File: config.mk
export PLATFORM = sky130hd
export DESIGN_NAME = bresenham_line_stepper
export DESIGN_NICKNAME = d
export VERILOG_FILES = /design/src/bls_pkg.sv /design/src/bresenham_line_stepper.sv /design/src/bls_front.sv /design/src/bls_queue.sv /design/src/bls_back.sv
export SDC_FILE = /design/constraint.sdc
export NUM_CORES = 1
export LEC_CHECK = 0
export BUFFER_PORTS_ARGS = -buffer_cell sky130_fd_sc_hd__buf_2
export CAP_MARGIN = 20
export CELL_PAD_IN_SITES_DETAIL_PLACEMENT = 1
export CELL_PAD_IN_SITES_GLOBAL_PLACEMENT = 2
export CORE_ASPECT_RATIO = 0.9
export CORE_MARGIN = 4
export CORE_UTILIZATION = 41
export CTS_CLUSTER_DIAMETER = 200
export DETAILED_ROUTE_END_ITERATION = 7
export GPL_TIMING_DRIVEN = 0
export HOLD_SLACK_MARGIN = 0.02
export PLACE_DENSITY_LB_ADDON = 0.3
export SLEW_MARGIN = 30
export SYNTH_ARGS = -nofsm -noshare
export SYNTH_HDL_FRONTEND = slang
export SYNTH_SLANG_ARGS = --single-unit
File: constraint.sdc
create_clock -name clock -period 17.8 [get_ports clock]
set_clock_uncertainty 0.05 [all_clocks]
set_input_delay 3.56 -clock clock [delete_from_list [all_inputs] [get_ports clock]]
set_output_delay 3.56 -clock clock [all_outputs]
set_load 0.02 [all_outputs]
File: src/bls_pkg.sv
// Shared types and constants for the Bresenham line stepper.
package bls_pkg;

   localparam int COORD_BITS     = 10;
   localparam int DEC_BITS       = COORD_BITS + 3;
   localparam int QUEUE_DEPTH    = 2;
   localparam int QUEUE_PTR_BITS = (QUEUE_DEPTH > 1) ? $clog2(QUEUE_DEPTH) : 1;
   localparam int QUEUE_CNT_BITS = $clog2(QUEUE_DEPTH + 1);

   typedef logic [COORD_BITS-1:0]    coord_type;
   typedef logic signed [DEC_BITS-1:0] decision_type;

   typedef enum logic [0:0] {
      FUNC_START = 1'b0,
      FUNC_STEP  = 1'b1
   } func_type;

   typedef struct packed {
      func_type  func;
      coord_type start_x;
      coord_type start_y;
      coord_type end_x;
      coord_type end_y;
   } req_type;

   typedef struct packed {
      coord_type pixel_x;
      coord_type pixel_y;
      logic      last;
   } rsp_type;

   // classified request, as held in the queue between front and back
   typedef struct packed {
      logic         is_start;
      logic         steep;
      logic         minor_down;
      coord_type    major_start;
      coord_type    minor_start;
      coord_type    major_end;
      coord_type    delta_major;
      coord_type    delta_minor;
      decision_type decision;
   } cmd_type;

   typedef struct packed {
      logic full;
      logic empty;
   } queue_status_type;

   typedef struct packed {
      logic line_active;
   } back_status_type;

endpackage

File: src/bresenham_line_stepper.sv
// A request is written into the queue entry register, and its pixel is then registered at the output.
// Throughput: one request per cycle while rsp_ready is high; a step request with no line
// active gives no pixel. The two-entry request queue and the output register set the rate.
// Reset (synchronous, active high) drops any line in progress, empties the queue
// and clears the output valid; no clearing pass.
module bresenham_line_stepper (
   input  logic             clock,
   input  logic             reset,
   input  logic             req_valid,
   output logic             req_ready,
   input  bls_pkg::req_type req_payload,
   output logic             rsp_valid,
   input  logic             rsp_ready,
   output bls_pkg::rsp_type rsp_payload
);
   import bls_pkg::*;

   logic             push_valid, push_ready;
   cmd_type          push_data;
   logic             pop_valid, pop_ready;
   cmd_type          pop_data;
   queue_status_type q_status;
   back_status_type  b_status;

   bls_front u_front (
      .req_valid   (req_valid),
      .req_ready   (req_ready),
      .req_payload (req_payload),
      .push_valid  (push_valid),
      .push_ready  (push_ready),
      .push_data   (push_data)
   );

   bls_queue u_queue (
      .clock      (clock),
      .reset      (reset),
      .push_valid (push_valid),
      .push_ready (push_ready),
      .push_data  (push_data),
      .pop_valid  (pop_valid),
      .pop_ready  (pop_ready),
      .pop_data   (pop_data),
      .status     (q_status)
   );

   bls_back u_back (
      .clock       (clock),
      .reset       (reset),
      .pop_valid   (pop_valid),
      .pop_ready   (pop_ready),
      .pop_data    (pop_data),
      .rsp_valid   (rsp_valid),
      .rsp_ready   (rsp_ready),
      .rsp_payload (rsp_payload),
      .status      (b_status)
   );

   a_queue_status: assert property (@(posedge clock) disable iff (reset)
      !(q_status.full && q_status.empty))
      else $error("queue both full and empty");

   a_last_vs_active: assert property (@(posedge clock) disable iff (reset)
      rsp_valid |-> (b_status.line_active == !rsp_payload.last))
      else $error("line state disagrees with last mark of held pixel");

   a_reset_clears: assert property (@(posedge clock)
      reset |=> (!rsp_valid && !b_status.line_active && q_status.empty))
      else $error("reset did not clear block");

   a_no_pop_when_blocked: assert property (@(posedge clock) disable iff (reset)
      (rsp_valid && !rsp_ready) |=> $stable(rsp_payload))
      else $error("held pixel overwritten");

endmodule

File: src/bls_front.sv
// Front end: classifies requests and sets up octant, deltas and decision for a start.
module bls_front (
   input  logic             req_valid,
   output logic             req_ready,
   input  bls_pkg::req_type req_payload,
   output logic             push_valid,
   input  logic             push_ready,
   output bls_pkg::cmd_type push_data
);
   import bls_pkg::*;

   coord_type adx, ady;
   coord_type ma0, mi0, ma1, mi1;
   coord_type ord_ma0, ord_mi0, ord_ma1, ord_mi1;
   logic      steep, swap, down;
   coord_type dmaj, dmin;

   always_comb begin
      adx = (req_payload.end_x >= req_payload.start_x) ?
            req_payload.end_x - req_payload.start_x :
            req_payload.start_x - req_payload.end_x;
      ady = (req_payload.end_y >= req_payload.start_y) ?
            req_payload.end_y - req_payload.start_y :
            req_payload.start_y - req_payload.end_y;
      steep = (ady > adx);
      if (steep) begin
         ma0 = req_payload.start_y;
         mi0 = req_payload.start_x;
         ma1 = req_payload.end_y;
         mi1 = req_payload.end_x;
      end else begin
         ma0 = req_payload.start_x;
         mi0 = req_payload.start_y;
         ma1 = req_payload.end_x;
         mi1 = req_payload.end_y;
      end
      swap = (ma0 > ma1);
      ord_ma0 = swap ? ma1 : ma0;
      ord_mi0 = swap ? mi1 : mi0;
      ord_ma1 = swap ? ma0 : ma1;
      ord_mi1 = swap ? mi0 : mi1;
      down = (ord_mi1 < ord_mi0);
      dmaj = ord_ma1 - ord_ma0;
      dmin = down ? ord_mi0 - ord_mi1 : ord_mi1 - ord_mi0;

      push_data.is_start    = (req_payload.func == FUNC_START);
      push_data.steep       = steep;
      push_data.minor_down  = down;
      push_data.major_start = ord_ma0;
      push_data.minor_start = ord_mi0;
      push_data.major_end   = ord_ma1;
      push_data.delta_major = dmaj;
      push_data.delta_minor = dmin;
      push_data.decision    = signed'({2'b00, dmin, 1'b0}) - signed'({3'b000, dmaj});
   end

   assign push_valid = req_valid;
   assign req_ready  = push_ready;

endmodule

File: src/bls_queue.sv
// Short FIFO of classified requests between front and back.
module bls_queue (
   input  logic                      clock,
   input  logic                      reset,
   input  logic                      push_valid,
   output logic                      push_ready,
   input  bls_pkg::cmd_type          push_data,
   output logic                      pop_valid,
   input  logic                      pop_ready,
   output bls_pkg::cmd_type          pop_data,
   output bls_pkg::queue_status_type status
);
   import bls_pkg::*;

   cmd_type                   entry_ff [QUEUE_DEPTH];
   logic [QUEUE_PTR_BITS-1:0] wr_ptr_ff, wr_ptr_in;
   logic [QUEUE_PTR_BITS-1:0] rd_ptr_ff, rd_ptr_in;
   logic [QUEUE_CNT_BITS-1:0] count_ff, count_in;
   logic                      do_push, do_pop;

   function automatic logic [QUEUE_PTR_BITS-1:0] next_ptr(input logic [QUEUE_PTR_BITS-1:0] p);
      if (p == QUEUE_PTR_BITS'(QUEUE_DEPTH - 1)) begin
         return '0;
      end
      return p + QUEUE_PTR_BITS'(1);
   endfunction

   always_comb begin
      push_ready   = (count_ff != QUEUE_CNT_BITS'(QUEUE_DEPTH));
      pop_valid    = (count_ff != '0);
      pop_data     = entry_ff[rd_ptr_ff];
      do_push      = push_valid && push_ready;
      do_pop       = pop_valid && pop_ready;
      wr_ptr_in    = do_push ? next_ptr(wr_ptr_ff) : wr_ptr_ff;
      rd_ptr_in    = do_pop ? next_ptr(rd_ptr_ff) : rd_ptr_ff;
      count_in     = count_ff;
      if (do_push && !do_pop) begin
         count_in = count_ff + QUEUE_CNT_BITS'(1);
      end else if (do_pop && !do_push) begin
         count_in = count_ff - QUEUE_CNT_BITS'(1);
      end
      status.full  = !push_ready;
      status.empty = !pop_valid;
   end

   always_ff @(posedge clock) begin
      if (reset) begin
         wr_ptr_ff <= '0;
         rd_ptr_ff <= '0;
         count_ff  <= '0;
      end else begin
         wr_ptr_ff <= wr_ptr_in;
         rd_ptr_ff <= rd_ptr_in;
         count_ff  <= count_in;
      end
   end

   always_ff @(posedge clock) begin
      if (do_push) begin
         entry_ff[wr_ptr_ff] <= push_data;
      end
   end

endmodule

File: src/bls_back.sv
// Back end: line state, per-pixel decision update and registered result.
module bls_back (
   input  logic                     clock,
   input  logic                     reset,
   input  logic                     pop_valid,
   output logic                     pop_ready,
   input  bls_pkg::cmd_type         pop_data,
   output logic                     rsp_valid,
   input  logic                     rsp_ready,
   output bls_pkg::rsp_type         rsp_payload,
   output bls_pkg::back_status_type status
);
   import bls_pkg::*;

   coord_type    major_ff, major_in;
   coord_type    minor_ff, minor_in;
   coord_type    major_end_ff, major_end_in;
   coord_type    dmaj_ff, dmaj_in;
   coord_type    dmin_ff, dmin_in;
   decision_type decision_ff, decision_in;
   logic         steep_ff, steep_in;
   logic         down_ff, down_in;
   logic         active_ff, active_in;
   logic         rsp_valid_ff, rsp_valid_in;
   rsp_type      rsp_payload_ff, rsp_payload_in;

   logic         out_free, fire, emit, fin;
   decision_type twice_min, twice_diff;

   always_comb begin
      out_free     = !rsp_valid_ff || rsp_ready;
      pop_ready    = out_free;
      fire         = pop_valid && out_free;

      major_in     = major_ff;
      minor_in     = minor_ff;
      major_end_in = major_end_ff;
      dmaj_in      = dmaj_ff;
      dmin_in      = dmin_ff;
      decision_in  = decision_ff;
      steep_in     = steep_ff;
      down_in      = down_ff;
      emit         = 1'b0;

      twice_min  = signed'({2'b00, dmin_ff, 1'b0});
      twice_diff = twice_min - signed'({2'b00, dmaj_ff, 1'b0});

      if (fire && pop_data.is_start) begin
         emit         = 1'b1;
         major_in     = pop_data.major_start;
         minor_in     = pop_data.minor_start;
         major_end_in = pop_data.major_end;
         dmaj_in      = pop_data.delta_major;
         dmin_in      = pop_data.delta_minor;
         decision_in  = pop_data.decision;
         steep_in     = pop_data.steep;
         down_in      = pop_data.minor_down;
      end else if (fire && active_ff) begin
         emit = 1'b1;
         if (decision_ff[DEC_BITS-1]) begin
            decision_in = decision_ff + twice_min;
         end else begin
            decision_in = decision_ff + twice_diff;
            minor_in    = down_ff ? minor_ff - COORD_BITS'(1) : minor_ff + COORD_BITS'(1);
         end
         major_in = major_ff + COORD_BITS'(1);
      end

      fin = (major_in == major_end_in);

      active_in      = emit ? !fin : active_ff;
      rsp_valid_in   = emit || (rsp_valid_ff && !rsp_ready);
      rsp_payload_in = rsp_payload_ff;
      if (emit) begin
         rsp_payload_in.pixel_x = steep_in ? minor_in : major_in;
         rsp_payload_in.pixel_y = steep_in ? major_in : minor_in;
         rsp_payload_in.last    = fin;
      end
   end

   always_ff @(posedge clock) begin
      if (reset) begin
         active_ff    <= 1'b0;
         rsp_valid_ff <= 1'b0;
      end else begin
         active_ff    <= active_in;
         rsp_valid_ff <= rsp_valid_in;
      end
   end

   always_ff @(posedge clock) begin
      major_ff       <= major_in;
      minor_ff       <= minor_in;
      major_end_ff   <= major_end_in;
      dmaj_ff        <= dmaj_in;
      dmin_ff        <= dmin_in;
      decision_ff    <= decision_in;
      steep_ff       <= steep_in;
      down_ff        <= down_in;
      rsp_payload_ff <= rsp_payload_in;
   end

   assign rsp_valid          = rsp_valid_ff;
   assign rsp_payload        = rsp_payload_ff;
   assign status.line_active = active_ff;

endmodule

### Word level (Yosys, flattened, before mapping)

Memory sizes are Yosys's and may differ from the RTL's. A register that Yosys moved wholly into a read port is not among the register bits.
Index checks and enable logic that the tools add are counted.

| operators by class | value |
|---|---|
| mux-type cells | 38 |
| bitwise operators | 1 |
| divide/modulo/power cells | 0 |
| shifts and indexed selects | 0 |
| add/subtract/negate cells | 18 |
| reduce and logical (&&, ||, !) cells | 17 |
| $lt $le $gt $ge | 5 |
| equal/unequal tests | 2 |
| multiply operators | 0 |

Operator list:

| kind | number |
|---|---|
| 10-bit 2-to-1 mux | 20 |
| 10-bit subtractor | 7 |
| 13-bit 2-to-1 mux | 3 |
| 10-bit by 1-bit adder with 10-bit output, second input constant | 2 |
| 10-bit >= comparator | 2 |
| 10-bit > comparator | 2 |
| 13-bit by 12-bit adder with 13-bit output | 1 |
| 13-bit adder | 1 |
| 1-bit 2-to-1 mux | 13 |
| 11-bit by 10-bit subtractor with 12-bit output | 1 |
| 11-bit by 11-bit subtractor with 12-bit output | 1 |
| 10-bit equality test | 1 |
| 10-bit < comparator | 1 |
| 10-bit by 1-bit subtractor with 10-bit output, second input constant | 1 |
| 1-bit logical AND | 7 |
| 2-bit nonzero test | 3 |
| 1-bit logical NOT | 5 |
| 2-bit 2-to-1 mux | 2 |
| 1-bit adder, second input constant | 2 |
| 2-bit by 1-bit adder with 2-bit output, second input constant | 1 |
| 1-bit logical OR | 2 |
| 2-bit inequality test, second input constant | 1 |
| 2-bit by 1-bit subtractor with 2-bit output, second input constant | 1 |
| 1-bit inverter | 1 |

| word-level totals | value |
|---|---|
| register bits | 92 |
| memories kept | 1 |
| ROM bits | 0 |
| bits in latches | 0 |
| word-level logic and storage cells | 98 |
| bits in writable memories | 132 |
| input bits | 45 |
| output and inout port bits | 23 |

Memories:

| name | depth | bits a word | rd ports | clocked after memory_dff | wr ports | line | RTL |
|---|---|---|---|---|---|---|---|
| u_queue.entry_ff | 2 | 66 | 1 | 1 | 1 | bls_queue.sv:15 | `cmd_type entry_ff [QUEUE_DEPTH];` |

### Logic depth before layout (Yosys ltp)

Gate-level depths: netlist (run 1).

| logic depth | value |
|---|---|
| depth in word-level cells | 9 |
| depth in mapped cells | 62 |
| depth with buffers taken out | 55 |

### Modules after synthesis

Synthesis (run 1) repeated with hierarchy kept, for this count alone.

| second synthesis, totals | value |
|---|---|
| cell total of the unflattened synthesis | 1528 |
| area total of the unflattened synthesis | 15219.6 um^2 |

By module, submodules not included:

| module | area an instance (um^2) | times used | cells an instance | sequential area each (um^2) |
|---|---|---|---|---|
| bls_back | 5156.2 | 1 | 545 | 2282.2 |
| bls_front | 5077.4 | 1 | 751 | 0.0 |
| bls_queue | 4986.0 | 1 | 232 | 4063.9 |

### Worst setup path after synthesis (run 1)

OpenSTA, ideal clock, no wires.

| timing path | value |
|---|---|
| path type | input to register |
| from | in req_payload[0] (netlist bit) |
| to | mem u_queue.entry_ff[0][10] (netlist bit) (data pin) |
| data arrival time | 15640 ps |
| data required time | 17484 ps |
| slack | 1844 ps |
| cell stages on the path | 58 |
| path buffers | 8 |
| library setup time | 266 ps |
| path through | inv_1 > ha_1 > inv_1 > fa_1 > a21o_1 > a21oi_1 > a311o_1 > o21ai_0 > a21oi_1 > mux2_2 > o21ai_0 > a31oi_1 > o21a_1 > a211oi_1 > o22ai_1 > ha_1 > nand4_2 > or3_1 > [... 22 more ...] > o21a_1 > o21ai_0 > a21oi_1 > a211oi_1 > clkbuf_1 > mux2i_1 > xor2_1 > ha_1 > inv_1 > o21ai_0 > and2_1 > o21ai_0 > nand2b_1 > a21o_1 > a21o_1 > a21o_1 > a21oi_1 > xor2_1 |

RTL lines:

| item | line | RTL |
|---|---|---|
| start: declaration | bresenham_line_stepper.sv:11 | `input bls_pkg::req_type req_payload,` |
| end: declaration | bls_queue.sv:15 |  |

==> results.toml, run 1 <==
[sta]
finalCritPeriodShare_pct = 94.3
fmax_mhz = 59.5
slew_viol_final = 0
setup_viol = 0
max_slew_margin_pct = 37.2
tightestPinTransition_ps = 935
hold_viol = 0
setup_ws_ps = 1010
fin_crit_ps = 16790

[floorplan]
dieWidth_um = 208
initial_core_util_pct = 41.8
die_area_sq_um = 39000
dieHeight_um = 188
io_pins = 68
rows = 65
core_area_sq_um = 35200

[finish]
diodes = 0
finalNetCount = 1763
drive_gt1_share_pct = 12.3
area_growth_pct = 12.9
fill_cells = 3985
stdcell_area_sq_um = 16600

[yosys]
ys_types = 81
synthFlopType = "edfxtp_1"
ys_warn_count = 0
synthMostInstantiatedCell = "edfxtp_1"
synth_top_area_share_pct = 37.2
ys_top_cells_by_area = "edfxtp_1 37%, ha_1 9.9%, dfxtp_1 5.2%"
yosysSeqAreaShare_pct = 42.3
postSynthNetCount = 1659
ys_async_sr_fraction_pct = 0
netlist_area_sq_um = 14700
synth_common_cells = "182 x edfxtp_1, 146 x nand2_1, 121 x inv_1"
synth_edf_count = 182
ys_ff_latch = 220
syn_area_per_cell_sq_um = 9.88
syn_inst = 1488
post-synth-top-area-cell = "edfxtp_1"

[route]
wl_mm = 44.6
routed_via_density = 5.54
first_iter_violations = 681
ant_nets = 0
drc = 0
wl_per_cell_um = 21.5
dr.pass1.iters = 5
vias = 11508

[critical_path]
cp_slowest_cell = "or3_1"
cp_max_fo = 11
start_kind = "input port"
required_ps = 18040
crit_arrival_ps = 17030
reg2regPathDepth = 15
end_kind = "register"
max_stage_delay_ps = 440
crit_type = "input port to register"

[clocking]
clock_latency_ps = 500
ctsHtreeMaxLevel = 1
cts-buffers-inserted = 22
cts_tree = "done"
clockBufferDepth = 3
hold_buffers = 0
clk_pin_slew_worst_paths_ps = 60
cts-root-buf = "clkbuf_16"
cts_sinks = 220

[worst_hold_path]
holdPathStages = 2
hp-class = "register to register"

[placed_design]
postPlaceCellArea_sq_um = 15800
port-buffer-count = 67
place_ws_ps = -1700
dp_hpwl_mm = 35.5
place_congestion = 0.914

[global_routing]
grt_pass1_vias = 12164
grt_start_max_net_pins = 46
grt_pass1_wl_mm = 69.9
grt.overflow.total = 0
antenna_found_initial = 0
grt_use_total_pct = 22.4

[flow_run]
maxCapViolations = 0

[status]
status = "finished clean"
==> flip-flops by register name (all words and copies together), names as in the netlist, named ones only <==
| name | cells |
|---|---|
| u_back.dmaj_ff | 10 |
| u_back.major_end_ff | 10 |
| u_queue.entry_ff | 128 |
| u_back.minor_ff | 10 |
| u_queue.wr_ptr_ff | 1 |
| u_back.steep_ff | 1 |
| u_queue.rd_ptr_ff | 1 |
| u_back.major_ff | 10 |
| u_back.rsp_valid | 1 |
| u_back.down_ff | 1 |
| u_queue.count_ff | 2 |
| u_back.status | 1 |
| u_back.rsp_payload | 21 |
| u_back.dmin_ff | 10 |
| u_back.decision_ff | 12 |
==> area by class of cell <==
cell class	instances	area (sq um)	share of cell area, %
clock buffers	30	602	3.62
multi-input cells	1088	7900	47.6
inverters	123	462	2.78
well taps	469	587	3.53
plain buffers	57	255	1.54
clock inverters	10	48.8	0.294
flip-flops and latches	220	6230	37.5
repair buffers	80	526	3.17
==> kinds of logic (layout without fill, tap and decap cells) <==
family	after synthesis	after routing	synth area share, %
multiplexers	100	100	7.06
AO/OA/AOI/OAI	384	384	16.8
flip-flops	220	220	42.3
XOR/XNOR	87	87	5.18
AND/OR/NAND/NOR	387	387	12.5
buffers and inverters	180	300	4.72
adder cells (fa/ha/maj)	130	130	11.5
==> worst max-delay path: cells and delay by family <==
kind,cells,cell delay (ps)
multiplexers,2,700
XOR/XNOR,2,490
AND/OR/NAND/NOR,13,2430
AO/OA/AOI/OAI,25,5300
adder cells (fa/ha/maj),7,1970
buffers and inverters,12,2530
==> final timing paths <==
path / slack [ps] / startpoint / to
worst max register to register: 13680 / u_back.decision_ff[12] / u_back.decision_ff[12]
worst min register to register: 450 / u_back.rsp_valid / u_back.rsp_valid
worst max-delay path: 1010 / req_payload[0] / u_queue.entry_ff[0][10]
worst min-delay path: 450 / u_back.rsp_valid / u_back.rsp_valid
==> stage by stage <==
stage	util [%]	instances	setup TNS [ps]	hold WS, ps
4_1_cts	46.8	2069	0	454
3_5_place_dp	44.8	2029	-18860	442
6_report	47.1	2077	0	451
3_3_place_gp	44.4	2024	-20360	434
2_1_floorplan	-	1488	0	411
5_1_grt	47.1	2077	-41.3	496
==> per-layer routing <==
| layer | vias to the layer above | track usage, % | wire, um |
|---|---|---|---|
| li1 | 5564 | - | - |
| met1 | 5625 | 30.9 | 20600 |
| met2 | 250 | 37.3 | 21100 |
| met3 | 69 | 2.34 | 1570 |
| met4 | 0 | 7.02 | 1410 |
| met5 | - | 0 | 0 |
==> cells in the final DEF (no fill, tap or decap), types with 56 or more instances in the layout <==
cell type,netlist,final
edfxtp_1,182,182
ha_1,116,116
mux2i_1,70,67
nand2_1,146,145
nor2_1,83,82
xnor2_1,56,56
a21oi_1,116,112
buf_2,9,79
o21ai_0,91,90
inv_1,121,121
==> repair_timing <==
action / in CTS / in global routing
buffers inserted: 0 / 8
gates cloned: 0 / 0
endpoints found under the setup margin: 16 / 14
resized for setup: 11 / 22
pin swaps: 0 / 3
Power of run 1 is left out: the tool's default activity adds up to more than one toggle a clock period on the data nets, which glitch-free logic cannot reach.
==> run 2: changes to the inputs <==
Settings changed: SYNTH_HIERARCHICAL set to 1.
==> run 2 against run 1 <==
Compared with the run above: setup slack improved by 97 ps; synthesized cell count increased by 2.4%; design area increased by 3.0%; wire length decreased by 0.74%; core utilization decreased by 0.065 points; area after synthesis increased by 3.0%; maximum frequency increased by 0.58%; critical path depth decreased by 2; die area increased by 2.9%; sequential cell count increased by 2.
==> results.toml, run 2 <==
[floorplan]
initial_core_util_pct = 41.7
die_area_sq_um = 40100
io_pins = 68
core_area_sq_um = 36300
rows = 66
dieWidth_um = 211
dieHeight_um = 190

[critical_path]
cp_top_family = "compound AO/OA/AOI/OAI gates"
max_stage_delay_ps = 440
rr_endpoint = "u_back/decision_ff[12]"
endpoint = "u_queue/entry_ff[1][12]"
reg2regPathDepth = 14
startpoint = "req_payload[0]"
reg2reg_from = "u_back/dmin_ff[1]"
cp_max_fo = 19
crit_type = "input port to register"
worst-path-stages = 59
crit_path_frequent_cell = "a21oi_1"
crit_buf_inv = 12
cp_slowest_cell = "ha_1"
reg2reg_slack_ps = 13620
start_kind = "input port"
end_kind = "register"
crit_arrival_ps = 17060
required_ps = 18160

[yosys]
syn_area_per_cell_sq_um = 9.94
ys_warn_count = 6
netlist_area_sq_um = 15100
postSynthNetCount = 1696
syn_inst = 1524

[global_routing]
grt_pass1_vias = 12325
grt_pass1_wl_mm = 69.2
grt_start_max_net_pins = 41
grt.overflow.total = 0
grt_use_total_pct = 21.8
antenna_found_initial = 0

[route]
dr.pass1.iters = 4
top_layer = "met4"
first_iter_violations = 628
ant_nets = 0
drc = 0
wl_met2_mm = 21.3
met3WireLength_mm = 1.34
wl_mm = 44.3
routed_via_density = 5.51
wl_per_cell_um = 21.0
vias = 11653
wl_met1_mm = 21.0

[finish]
seq_area_sq_um = 6290
drive_gt1_share_pct = 16.8
final_common_cell = "edfxtp_1"
largest_reg_flops = 130
regMostFlops = "u_queue/entry_ff"
diodes = 0
area_growth_pct = 13.0
finalNetCount = 1791
multi_input_area_sq_um = 8120
layout_common_cells = "184 x edfxtp_1, 136 x inv_1, 134 x nand2_1"
fin_cells = 2114
fill_cells = 4129
final_util_pct = 47.1

[placed_design]
dp_hpwl_mm = 34.9
port-buffer-count = 66
place_congestion = 0.881
dp.cells = 2069

[sta]
max_slew_margin_pct = 31.3
fmax_mhz = 59.9
hold_viol = 0
rsz0062_at_grt = "false"
slew_viol_final = 0
fin_crit_ps = 16700
setup_viol = 0
tightestPinTransition_ps = 1030
setup_tns_ps = 0
finalCritPeriodShare_pct = 93.8

[status]
status = "finished clean"

[flow_run]
maxCapViolations = 0

[clocking]
ctsHtreeMaxLevel = 1
clock_latency_ps = 530
cts_sinks = 222
hold_buffers = 0
cts_tree = "done"
cts-buffers-inserted = 25
cts_setup_buffers = 0
clockBufferDepth = 3
clk_pin_slew_worst_paths_ps = 60
cts-root-buf = "clkbuf_16"

[worst_hold_path]
hp-class = "register to register"
holdPathStages = 2
## run 2: cell count changes in the layout (fill, tap and decap cells not counted), moves of 7 or more
cell      previous run  this run
a21o_1              33        23
a21oi_1            112       123
and2_1              24         1
buf_1               12         5
clkbuf_1            32        23
inv_1              121       136
mux2_2              30        79
mux2i_1             67        45
nand2_1            145       134
nor2_1              82       104
nor2b_1             27        15
o211ai_1            33         7
o21ai_0             90       100
## run 2: final cells by class
cell class / instances / area share, %
Timing Repair Buffer: 69 / 2.33
Clock inverter: 18 / 1.38
Sequential cell: 222 / 36.7
Tap cell: 476 / 3.48
Inverter: 142 / 3.13
Clock buffer: 28 / 3.72
Multi-Input combinational cell: 1101 / 47.4
Buffer: 58 / 1.78
## run 2: worst register-to-register path, cell delays in order (launching register included)
cell       delay, ps
edfxtp_1         440
ha_1             290
nor2b_1          120
o21ai_0          260
a21boi_0         180
o21ai_0          480
a211oi_1         190
o21a_1           210
o31ai_1          260
ha_1             320
or2_2            300
a2111oi_0        400
a211oi_1         150
xor2_1           170
o21ai_0          100
## run 2: how the worst min path moves through the flow
stage                             end  slack, ps              startpoint
3_5_place_dp   u_back/major_end_ff[1]        400  u_back/major_end_ff[1]
5_1_grt        u_back/major_end_ff[9]        450  u_back/major_end_ff[9]
6_report       u_back/major_end_ff[9]        420  u_back/major_end_ff[9]
4_1_cts        u_back/major_end_ff[9]        420  u_back/major_end_ff[9]
2_1_floorplan  u_back/major_end_ff[9]        380  u_back/major_end_ff[9]
3_3_place_gp   u_back/major_end_ff[1]        400  u_back/major_end_ff[1]
## run 2: layer usage
metal	GRT usage, %	vias to the layer above
li1	-	5634
met1	30.7	5795
met2	37.2	181
met3	1.99	43
met4	4.01	0
met5	0	-
## run 2: metrics by stage
step | hold WS (ps) | area [sq um] | setup slack (ps)
6_report | 417 | 17100 | 1100
2_1_floorplan | 384 | 15100 | 2840
5_1_grt | 447 | 17100 | 117
4_1_cts | 424 | 17100 | 293
3_3_place_gp | 399 | 16100 | -1480
3_5_place_dp | 405 | 16200 | -1500
## run 2: repair_timing
item / CTS / global route
hold endpoints to repair: 0 / 0
gates resized for setup: 8 / 18
endpoints found under the setup margin: 12 / 12
pin swaps: 0 / 0
Power of run 2 is left out for the same reason.
